[config.mk]
export PLATFORM = sky130hd
export DESIGN_NAME = frame_rate_meter_ema
export DESIGN_NICKNAME = d
export VERILOG_FILES = /design/src/rtl/core/frm_ema_pkg.sv /design/src/rtl/core/frame_rate_meter_ema.sv
export VERILOG_INCLUDE_DIRS = /design/src /design/src/rtl/core
export SDC_FILE = /design/constraint.sdc
export NUM_CORES = 2
export LEC_CHECK = 0
export BUFFER_PORTS_ARGS = -buffer_cell sky130_fd_sc_hd__buf_2
export CAP_MARGIN = 25
export CELL_PAD_IN_SITES_DETAIL_PLACEMENT = 1
export CELL_PAD_IN_SITES_GLOBAL_PLACEMENT = 1
export CORE_AREA = 4 4 306 308
export DETAILED_ROUTE_END_ITERATION = 10
export DIE_AREA = 0 0 310 312
export PLACE_DENSITY_LB_ADDON = 0.1
export SLEW_MARGIN = 40
export SYNTH_ARGS = -nofsm -noshare
export SYNTH_HDL_FRONTEND = slang
export SYNTH_SLANG_ARGS = --single-unit
[constraint.sdc]
create_clock -name aclk -period 11.1 [get_ports aclk]
set_input_delay 0 -clock aclk [delete_from_list [all_inputs] [get_ports aclk]]
set_output_delay 0 -clock aclk [all_outputs]
set_load 0.005 [all_outputs]
[src/rtl/core/frame_rate_meter_ema_defines.svh]
// Assertion macros shared by the frame rate meter RTL.
// No dependencies; included by the modules that carry assertions.
`ifndef FRAME_RATE_METER_EMA_DEFINES_SVH
`define FRAME_RATE_METER_EMA_DEFINES_SVH
`ifndef ASSERT_OFF
// Implication in the same cycle, checked at every edge out of reset
`define FRM_ASSERT(label, clk, rstn, trig, cons) \
    label: assert property (@(posedge clk) disable iff (!(rstn)) (trig) |-> (cons)) \
        else $error("frame rate meter check failed");
// Implication in the next cycle
`define FRM_ASSERT_NEXT(label, clk, rstn, trig, cons) \
    label: assert property (@(posedge clk) disable iff (!(rstn)) (trig) |=> (cons)) \
        else $error("frame rate meter check failed");
`else
`define FRM_ASSERT(label, clk, rstn, trig, cons)
`define FRM_ASSERT_NEXT(label, clk, rstn, trig, cons)
`endif
`endif

[src/rtl/core/frm_ema_pkg.sv]
// Package for the frame rate meter: sequencer states, register indexes,
// reset values and fixed widths. No dependencies.
`timescale 1ns / 1ps

package frm_ema_pkg;

    // Field and datapath widths
    localparam int unsigned TICK_W  = 24;
    localparam int unsigned WGT_W   = 9;
    localparam int unsigned IDX_W   = 8;
    localparam int unsigned FRAC_W  = 8;
    localparam int unsigned RATE_W  = 32;
    localparam int unsigned NUM_W   = 56;
    localparam int unsigned CNT_W   = 6;

    // Divider step counts for the two quotients
    localparam logic [CNT_W-1:0] DIV_STEPS_INST = 6'd32;
    localparam logic [CNT_W-1:0] DIV_STEPS_AVG  = 6'd56;

    // Register indexes on the configuration port
    localparam logic [IDX_W-1:0] REG_TICKS_PER_SEC = 8'd0;
    localparam logic [IDX_W-1:0] REG_WINDOW_TICKS  = 8'd1;
    localparam logic [IDX_W-1:0] REG_EMA_WEIGHT    = 8'd2;
    localparam logic [IDX_W-1:0] REG_EMA_START     = 8'd3;

    // Register reset values
    localparam logic [TICK_W-1:0] RST_TICKS_PER_SEC = 24'd1000000;
    localparam logic [TICK_W-1:0] RST_WINDOW_TICKS  = 24'd250000;
    localparam logic [WGT_W-1:0]  RST_EMA_WEIGHT    = 9'd64;
    localparam logic [TICK_W-1:0] RST_EMA_START     = 24'd60;

    localparam logic [WGT_W-1:0]  WGT_FULL = 9'd256;
    localparam logic [TICK_W-1:0] SAT24    = 24'hFFFFFF;

    // Sequencer states
    typedef enum logic [3:0] {
        ST_IDLE,
        ST_DIV_INST,
        ST_MUL_OLD,
        ST_MUL_NEW,
        ST_MIX,
        ST_CHECK,
        ST_MUL_AVG,
        ST_LOAD_AVG,
        ST_DIV_AVG,
        ST_REPORT
    } state_t;

endpackage

[src/rtl/core/frame_rate_meter_ema.sv]
// Frame rate meter with exponential smoothing. Each request on s_ carries one
// frame duration in ticks; a report on m_ is the rounded mean of the window
// rate and the smoothed rate, in frames per second. One shared restoring
// divider (one quotient bit per cycle) and one 32x24 multiplier do all the
// arithmetic under a small sequencer, and s_tready is low while an item is in
// work. A request with a nonzero duration runs the rate division and then the
// ema multiply and mix steps before the window check; a zero duration goes
// straight to the check. A request that closes a window adds the multiply
// and division for the window rate, plus any wait for m_tready if the previous
// report has not been taken. A finished report sits in the output register
// while the next request is taken. cfg_ready is always high; writes are meant
// for idle periods, and a write to ema_start also reloads the smoothed rate.
// Depends on frm_ema_pkg and frame_rate_meter_ema_defines.svh.
`timescale 1ns / 1ps
`include "frame_rate_meter_ema_defines.svh"

module frame_rate_meter_ema
    import frm_ema_pkg::*;
(
    input  logic              aclk,
    input  logic              aresetn,
    // configuration write channel
    input  logic              cfg_valid,
    output logic              cfg_ready,
    input  logic [IDX_W-1:0]  cfg_index,
    input  logic [TICK_W-1:0] cfg_data,
    // frame durations
    input  logic              s_tvalid,
    output logic              s_tready,
    input  logic [TICK_W-1:0] s_tdata,   // [23:0] frame_ticks
    // rate reports
    output logic              m_tvalid,
    input  logic              m_tready,
    output logic [TICK_W-1:0] m_tdata    // [23:0] rate_report
);

    // Sequencer
    state_t state_reg, state_next;

    // Configuration registers
    logic [TICK_W-1:0] tps_reg;
    logic [TICK_W-1:0] win_reg;
    logic [WGT_W-1:0]  wgt_reg;

    // Meter state
    logic [RATE_W-1:0] wt_reg;
    logic [TICK_W-1:0] fc_reg;
    logic [RATE_W-1:0] sm_reg;

    // Shared divider: numerator/quotient shifter, partial remainder, divisor
    logic [NUM_W-1:0]  nq_reg;
    logic [RATE_W-1:0] rem_reg;
    logic [RATE_W-1:0] div_reg;
    logic [CNT_W-1:0]  cnt_reg;

    // Multiplier product and ema accumulator
    logic [NUM_W-1:0]  prod_reg;
    logic [40:0]       acc_reg;

    // Output register
    logic              m_tvalid_reg;
    logic [TICK_W-1:0] m_tdata_reg;

    // Decoded controls
    logic s_tready_c;
    logic div_step;
    logic in_acc;
    logic out_free;
    logic cfg_acc;

    logic [WGT_W-1:0]  w_eff;
    logic [TICK_W-1:0] win_eff;
    logic [32:0]       wt_sum;
    logic [RATE_W-1:0] wt_acc;

    logic [32:0]       rem_sh;
    logic [33:0]       rem_sub;
    logic              q_bit;
    logic [RATE_W-1:0] rem_new;

    logic [RATE_W-1:0] mul_a;
    logic [TICK_W-1:0] mul_b;
    logic [NUM_W-1:0]  mul_p;

    logic [40:0]       mix_sum;
    logic [56:0]       rpt_sum;
    logic [TICK_W-1:0] rpt_val;
    logic              win_hit;

    assign cfg_ready = 1'b1;
    assign cfg_acc   = cfg_valid && cfg_ready;
    assign s_tready  = s_tready_c;
    assign in_acc    = s_tvalid && s_tready_c;
    assign out_free  = !m_tvalid_reg || m_tready;
    assign m_tvalid  = m_tvalid_reg;
    assign m_tdata   = m_tdata_reg;

    // Effective weight and window length
    assign w_eff   = (wgt_reg > WGT_FULL) ? WGT_FULL : wgt_reg;
    assign win_eff = (win_reg == '0) ? TICK_W'(1) : win_reg;

    // Window time accumulate, saturating at 32 bits
    assign wt_sum = {1'b0, wt_reg} + {9'b0, s_tdata};
    assign wt_acc = wt_sum[32] ? '1 : wt_sum[RATE_W-1:0];
    assign win_hit = (wt_reg >= {8'b0, win_eff});

    // Restoring divider step
    assign rem_sh  = {rem_reg, nq_reg[NUM_W-1]};
    assign rem_sub = {1'b0, rem_sh} - {2'b0, div_reg};
    assign q_bit   = !rem_sub[33];
    assign rem_new = q_bit ? rem_sub[RATE_W-1:0] : rem_sh[RATE_W-1:0];

    // Shared multiplier operand select
    always_comb begin
        mul_a = sm_reg;
        mul_b = '0;
        unique case (state_reg)
            ST_MUL_OLD: begin
                mul_a = sm_reg;
                mul_b = {15'b0, WGT_FULL - w_eff};
            end
            ST_MUL_NEW: begin
                mul_a = nq_reg[RATE_W-1:0];
                mul_b = {15'b0, w_eff};
            end
            ST_MUL_AVG: begin
                mul_a = {8'b0, fc_reg};
                mul_b = tps_reg;
            end
            default: begin
                mul_a = sm_reg;
                mul_b = '0;
            end
        endcase
    end
    assign mul_p = mul_a * mul_b;

    // Ema mix and report rounding
    assign mix_sum = acc_reg + prod_reg[40:0];
    assign rpt_sum = {1'b0, nq_reg} + {25'b0, sm_reg} + 57'd256;
    assign rpt_val = (|rpt_sum[56:33]) ? SAT24 : rpt_sum[32:9];

    // Next state
    always_comb begin
        state_next = state_reg;
        unique case (state_reg)
            ST_IDLE: begin
                if (in_acc) begin
                    state_next = (s_tdata != '0) ? ST_DIV_INST : ST_CHECK;
                end
            end
            ST_DIV_INST: begin
                if (cnt_reg == CNT_W'(1)) begin
                    state_next = ST_MUL_OLD;
                end
            end
            ST_MUL_OLD:  state_next = ST_MUL_NEW;
            ST_MUL_NEW:  state_next = ST_MIX;
            ST_MIX:      state_next = ST_CHECK;
            ST_CHECK:    state_next = win_hit ? ST_MUL_AVG : ST_IDLE;
            ST_MUL_AVG:  state_next = ST_LOAD_AVG;
            ST_LOAD_AVG: state_next = ST_DIV_AVG;
            ST_DIV_AVG: begin
                if (cnt_reg == CNT_W'(1)) begin
                    state_next = ST_REPORT;
                end
            end
            ST_REPORT: begin
                if (out_free) begin
                    state_next = ST_IDLE;
                end
            end
            default:     state_next = ST_IDLE;
        endcase
    end

    // Sequencer outputs
    always_comb begin
        s_tready_c = 1'b0;
        div_step   = 1'b0;
        unique case (state_reg)
            ST_IDLE:     s_tready_c = 1'b1;
            ST_DIV_INST: div_step   = 1'b1;
            ST_DIV_AVG:  div_step   = 1'b1;
            default: begin
                s_tready_c = 1'b0;
                div_step   = 1'b0;
            end
        endcase
    end

    always_ff @(posedge aclk) begin
        if (!aresetn) begin
            state_reg <= ST_IDLE;
        end else begin
            state_reg <= state_next;
        end
    end

    // Datapath and state registers
    always_ff @(posedge aclk) begin
        if (!aresetn) begin
            tps_reg      <= RST_TICKS_PER_SEC;
            win_reg      <= RST_WINDOW_TICKS;
            wgt_reg      <= RST_EMA_WEIGHT;
            wt_reg       <= '0;
            fc_reg       <= '0;
            sm_reg       <= {8'b0, RST_EMA_START} << FRAC_W;
            m_tvalid_reg <= 1'b0;
        end else begin
            // output register: load a report, else drain
            if (state_reg == ST_REPORT && out_free) begin
                m_tvalid_reg <= 1'b1;
            end else if (m_tvalid_reg && m_tready) begin
                m_tvalid_reg <= 1'b0;
            end

            // new request: accumulate, count, load divider for the rate
            if (in_acc) begin
                wt_reg  <= wt_acc;
                if (fc_reg != SAT24) begin
                    fc_reg <= fc_reg + TICK_W'(1);
                end
                nq_reg  <= {tps_reg, {FRAC_W{1'b0}}, {TICK_W{1'b0}}};
                rem_reg <= '0;
                div_reg <= {8'b0, s_tdata};
                cnt_reg <= DIV_STEPS_INST;
            end

            // one quotient bit a cycle
            if (div_step) begin
                rem_reg <= rem_new;
                nq_reg  <= {nq_reg[NUM_W-2:0], q_bit};
                cnt_reg <= cnt_reg - CNT_W'(1);
            end

            // ema terms and window product
            if (state_reg == ST_MUL_OLD || state_reg == ST_MUL_NEW ||
                state_reg == ST_MUL_AVG) begin
                prod_reg <= mul_p;
            end
            if (state_reg == ST_MUL_NEW) begin
                acc_reg <= prod_reg[40:0];
            end
            // a write of ema_start takes precedence over the mix
            if (state_reg == ST_MIX && !(cfg_acc && cfg_index == REG_EMA_START)) begin
                sm_reg <= mix_sum[39:8];
            end

            // window rate numerator into the divider
            if (state_reg == ST_LOAD_AVG) begin
                nq_reg  <= {prod_reg[47:0], {FRAC_W{1'b0}}};
                rem_reg <= '0;
                div_reg <= wt_reg;
                cnt_reg <= DIV_STEPS_AVG;
            end

            // report and restart the window
            if (state_reg == ST_REPORT && out_free) begin
                m_tdata_reg  <= rpt_val;
                wt_reg       <= wt_reg - {8'b0, win_eff};
                fc_reg       <= '0;
            end

            // register writes, unknown index ignored
            if (cfg_acc) begin
                unique case (cfg_index)
                    REG_TICKS_PER_SEC: tps_reg <= cfg_data;
                    REG_WINDOW_TICKS:  win_reg <= cfg_data;
                    REG_EMA_WEIGHT:    wgt_reg <= cfg_data[WGT_W-1:0];
                    REG_EMA_START:     sm_reg  <= {cfg_data, {FRAC_W{1'b0}}};
                    default: ;
                endcase
            end
        end
    end

    // Checks
    `FRM_ASSERT(a_rem_below_div, aclk, aresetn, div_step, rem_reg < div_reg)
    `FRM_ASSERT(a_div_cnt_live, aclk, aresetn, div_step, cnt_reg != '0)
    `FRM_ASSERT_NEXT(a_accept_busy, aclk, aresetn, in_acc, !s_tready)
    `FRM_ASSERT_NEXT(a_report_clears, aclk, aresetn,
        (state_reg == ST_REPORT) && out_free, (fc_reg == '0) && m_tvalid)
    `FRM_ASSERT(a_report_window, aclk, aresetn, state_reg == ST_MUL_AVG,
        wt_reg >= {8'b0, win_eff})

endmodule
# == Word-level counts from Yosys, hierarchy flattened ==
# Index checks and enable logic that the tools add are counted.
# totals
word_cells,110
out_inout_bits,27
in_bits,61
register_bits,388
# classes
n_eq_ne,18
multipliers,1
reduce_logical,32
addsub,9
magnitude_cmp,2
n_mux,31
n_bitwise,1
# ops
cell,n
$mux W32,11
$mux W56,3
$pmux W24 S3,1
$pmux W32 S2,1
$add A56 B32 Y57,1
$add A57 B9 Y57 const B,1
$mul A32 B24 Y48,1
$add A40 B40 Y40,1
$pmux W4 S10,1
$sub A33 B32 Y34,1
$add A32 B24 Y33,1
$ge A32 B24 Y1,1
$sub A32 B24 Y32,1
$add A24 B1 Y24 const B,1
$logic_not A24 Y1,1
$mux W24,1
$ne A24 B24 Y1 const B,1
$reduce_bool A24 Y1,1
$reduce_or A24 Y1,1
$reduce_and A2 Y1,9
$eq A4 B3 Y1 const B,4
$eq A8 B2 Y1 const B,2
$mux W4,4
$mux W6,2
other kinds (22),42

# == Logic depth before layout (Yosys ltp) ==
# logic_depth
depth_word,7
depth_mapped,35

# == Worst setup path after synthesis ==
# OpenSTA, ideal clock, no wires.
# synth_timing
path_kind,register to register
start,register state_reg[1]
end,register prod_reg[40] (data pin)
t_required_ns,10.964
arrival_time_ns,8.282
path_stages_with_launch,34
path_slack_ns,2.682
cell_sequence,dfxtp_1 -> clkbuf_1 -> nor2b_1 -> and3_1 -> clkbuf_1 -> clkbuf_1 -> clkbuf_1 -> a22oi_1 -> nand2_1 -> clkbuf_1 -> nand2_1 -> fa_1 -> inv_1 -> fa_1 -> inv_1 -> fa_1 -> fa_1 -> fa_1 -> inv_1 -> fa_1 -> inv_1 -> fa_1 -> inv_1 -> ha_1 -> a21o_1 -> a21oi_1 -> o21ai_0 -> a21o_1 -> a31oi_1 -> o211ai_1 -> a21oi_1 -> o21bai_1 -> or4b_2 -> nand3_1
# synth_between
elab_chain_cells,3
# synth_lines
item,line_no,source
from (decl),frame_rate_meter_ema.sv:38,"state_t state_reg, state_next;"
from (signal assigned),frame_rate_meter_ema.sv:196,state_reg <= state_next;
$eq A4 B3 Y1 or $eq A4 B2 Y1 (tied branches),frame_rate_meter_ema.sv:117,unique case (state_reg)
$pmux W24 S3 or $pmux W32 S2 (tied branches),frame_rate_meter_ema.sv:117,
$mul A32 B24 Y48 *,frame_rate_meter_ema.sv:136,assign mul_p = mul_a * mul_b;
named net mul_p[40],frame_rate_meter_ema.sv:83,logic [NUM_W-1:0] mul_p;
to (signal assigned),frame_rate_meter_ema.sv:240,prod_reg <= mul_p;
to (decl),frame_rate_meter_ema.sv:57,logic [NUM_W-1:0] prod_reg;
# Mark *: on every way through the listed nets, which the timed path passes. The rest lies on a longest branch.
# A chain may end at the register's enable or synchronous reset.

# == Worst setup path in the final report ==
# Same ends and word-level chain as after synthesis.

==> flow_metrics.py <==
metrics = {
    "critical_path": {
        "r2r_cells": 29,
        "path_buf_inv": 5,
        "slowest_stage": "or4b_2",
        "cp.arrival_ps": 10240,
        "critical_path_class": "reg2reg",
        "critical_path.max_stage_delay_ps": 650,
        "cp_common_cell": "fa_1",
        "critical-path-top-delay-family": "adder cells",
        "reg2reg_slack_ps": 1310,
        "reg2reg_to": "prod_reg[40]$_DFFE_PP_",
        "cp-start-kind": "flip-flop",
        "required_ps": 11550,
        "path_max_fanout": 24,
        "crit_path_end_kind": "flip-flop",
        "r2r-start": "state_reg[1]$_SDFFE_PN0P_",
    },
    "cts": {
        "clkSinkCount": 388,
        "root_buffer": "clkbuf_16",
        "clk_latency_ps": 590,
        "post_cts_buffers": 0,
        "clkTransAtPathRegs_ps": 70,
        "cts-buffers-inserted": 44,
        "cts_tree": "built",
        "htree_levels": 2,
        "clockBufferDepth": 3,
        "cts-hold-fix-buffers": 51,
        "cts_resized": 0,
    },
    "grt": {
        "grt_pass1_vias": 41600,
        "grt_usage_pct": 33.9,
        "grt-ovfl-total": 0,
        "antenna_found_initial": 13,
        "grt_max_degree": 75,
        "grt_pass1_wl_mm": 248,
    },
    "sta": {
        "slew-limit-headroom_pct": 38.9,
        "tightest_slew_ps": 916,
        "rsz0062_at_grt": "false",
        "drv_slew": 0,
        "setup-violations-final": 0,
        "setup_tns_ps": 0,
        "finalHoldViolations": 0,
        "finalClockSkew_ps": 21.9,
        "period_minus_slack_ps": 9790,
        "fin_crit_sh_pct": 88.2,
        "max_clock_freq_mhz": 102,
    },
    "power_and_ir_drop": {
        "power_density_nw_per_um2": 107,
        "seqPwrFrac_pct": 32.7,
        "pwr-share-comb_pct": 37.9,
        "internal-power_uw": 3430,
        "ir_worst_vdd_uv": 184,
        "p_sw_uw": 1940,
        "p_sw_share_pct": 36.2,
        "power_frac_clock_pct": 29.3,
        "p_leak_uw": 0.0208,
    },
    "die": {
        "ios": 88,
        "dieArea_um2": 96700,
        "coreArea_um2": 91100,
        "initial_core_util_pct": 50.5,
        "die_y_um": 312,
        "die_x_um": 310,
        "core.rowCount": 111,
    },
    "routing": {
        "final_antenna_net_count": 0,
        "wl_mm": 163,
        "drc_errors": 0,
        "wl_met2_mm": 75.0,
        "firstDrtPassIters": 7,
        "wl_per_cell_um": 25.0,
        "met3_wirelength_mm": 13.0,
        "via_count": 38200,
        "vias_per_cell": 5.88,
        "highest_layer": "met5",
        "routedLengthMet1_mm": 64.2,
        "drtIter0Drc": 2860,
    },
    "layout": {
        "fill_cells": 10600,
        "drive_gt1_share_pct": 6.24,
        "largest_register_ffs": 56,
        "area_growth_pct": 9.00,
        "instances_no_fill": 6495,
        "nets": 6288,
    },
    "yosys": {
        "synth.cell_area_um2": 46000,
        "async_flop_share_pct": 0,
        "synth_top_family_by_area": "adder cells",
        "synthFlopType": "edfxtp_1",
        "synth_fa_ha_area_share_pct": 36.4,
        "synthXorXnorAreaFrac_pct": 3.64,
        "synth_common_cells": "inv_1, nand2_1, fa_1, nor2_1, ha_1",
        "synth_simple_gate_area_share_pct": 16.7,
        "yosys-top-cells-area": "fa_1, edfxtp_1, ha_1",
        "yosysWarnings": 0,
        "synth_compound_area_share_pct": 11.7,
        "netlist.area_leader.share_pct": 27.7,
        "synth.most_common_cell": "inv_1",
        "synth_top_area_cell": "fa_1",
        "ys_types": 100,
        "synthCells": 5161,
        "synth_edf_count": 238,
        "synth.mux.area_fraction_pct": 1.01,
        "seq_area_frac_synth_pct": 22.1,
        "synth_seq_cells": 388,
        "syn_area_per_cell_um2": 8.91,
    },
    "worst_hold_path": {
        "whs_endpoint": "sm_reg[20]$_SDFF_PN0_",
        "worstHoldPathType": "in2reg",
        "hold_path.startpoint": "cfg_index[1]",
        "hold_depth": 4,
    },
    "place": {
        "dp.cells": 6358,
        "place_hpwl_mm": 130,
        "portBuffers": 86,
        "gp_congestion": 0.952,
    },
    "job": {
        "maxCapViolations": 0,
    },
    "status": {
        "status": "finished clean",
    },
}
-- power groups by stage --
stage / Combinational (uW) / Clock [uW] / Sequential, uW
6_report: 2040 / 1580 / 1760
5_1_grt: 2290 / 1640 / 1760
4_1_cts: 2020 / 1590 / 1750
3_5_place_dp: 1980 / 0 / 1780
3_3_place_gp: 1920 / 0 / 1780
2_1_floorplan: 1510 / 0 / 1740
-- area by class of cell --
type,count,area [um^2],share of cell area [%]
antenna,5,12.5,0.0250
tap,1186,1480,2.96
clock buffer,51,1170,2.33
multi-input combinational,3846,32500,64.8
inverter,776,2910,5.81
clock inverter,30,344,0.687
timing repair buffer,213,1540,3.08
sequential,388,10100,20.3
-- worst min-delay path, cell delays in order --
cell	delay (ps)
buf_2	110
nand3_1	90
buf_4	280
a21oi_1	170
-- cells in the final DEF (no fill, tap or decap), types with 63 or more instances in the layout --
cell type	n
a21o_1	63
a21oi_1	244
buf_2	86
buf_4	70
conb_1	85
dfxtp_1	150
edfxtp_1	238
fa_1	635
ha_1	323
inv_1	775
nand2_1	759
nand3_1	72
nor2_1	536
o21ai_0	137
xnor2_1	114
xor2_1	77
-- metrics by stage --
stage	area [um^2]	setup slack (ps)	utilization (%)	total power [uW]	hold slack (ps)
2_1_floorplan	46300	2680	-	3250	124
3_3_place_gp	47900	1120	52.6	3700	297
3_5_place_dp	48000	1420	52.7	3770	306
4_1_cts	50100	1390	55.0	5370	81.6
5_1_grt	50100	924	55.0	5700	162
6_report	50100	1310	55.0	5370	114
-- per-layer routing --
metal  vias up  global-route usage [%]
li1      17000                       -
met1     19400                    42.8
met2      1350                    54.7
met3       442                    7.71
met4        12                    17.4
met5         -                       0
-- cells by family after synthesis --
kind of cell	count (synthesis)
compound gates	819
xor+xnor	191
fa+ha+maj	958
buf+inv	1010
flops	388
mux	46
other cells	2
simple gates	1747
-- worst max path at each step --
| stage | start | cells after the start | endpoint | slack, ps |
|---|---|---|---|---|
| 2_1_floorplan | state_reg[1]$_SDFFE_PN0P_ | 33 | prod_reg[40]$_DFFE_PP_ | 2680 |
| 4_1_cts | state_reg[3]$_SDFFE_PN0P_ | 29 | prod_reg[41]$_DFFE_PP_ | 1390 |
| 3_5_place_dp | state_reg[3]$_SDFFE_PN0P_ | 29 | prod_reg[41]$_DFFE_PP_ | 1420 |
| 3_3_place_gp | state_reg[0]$_SDFFE_PN0P_ | 29 | prod_reg[40]$_DFFE_PP_ | 1120 |
| 5_1_grt | state_reg[3]$_SDFFE_PN0P_ | 31 | prod_reg[40]$_DFFE_PP_ | 920 |
| 6_report | state_reg[1]$_SDFFE_PN0P_ | 29 | prod_reg[40]$_DFFE_PP_ | 1310 |
Power figures use the tool's default switching activity.
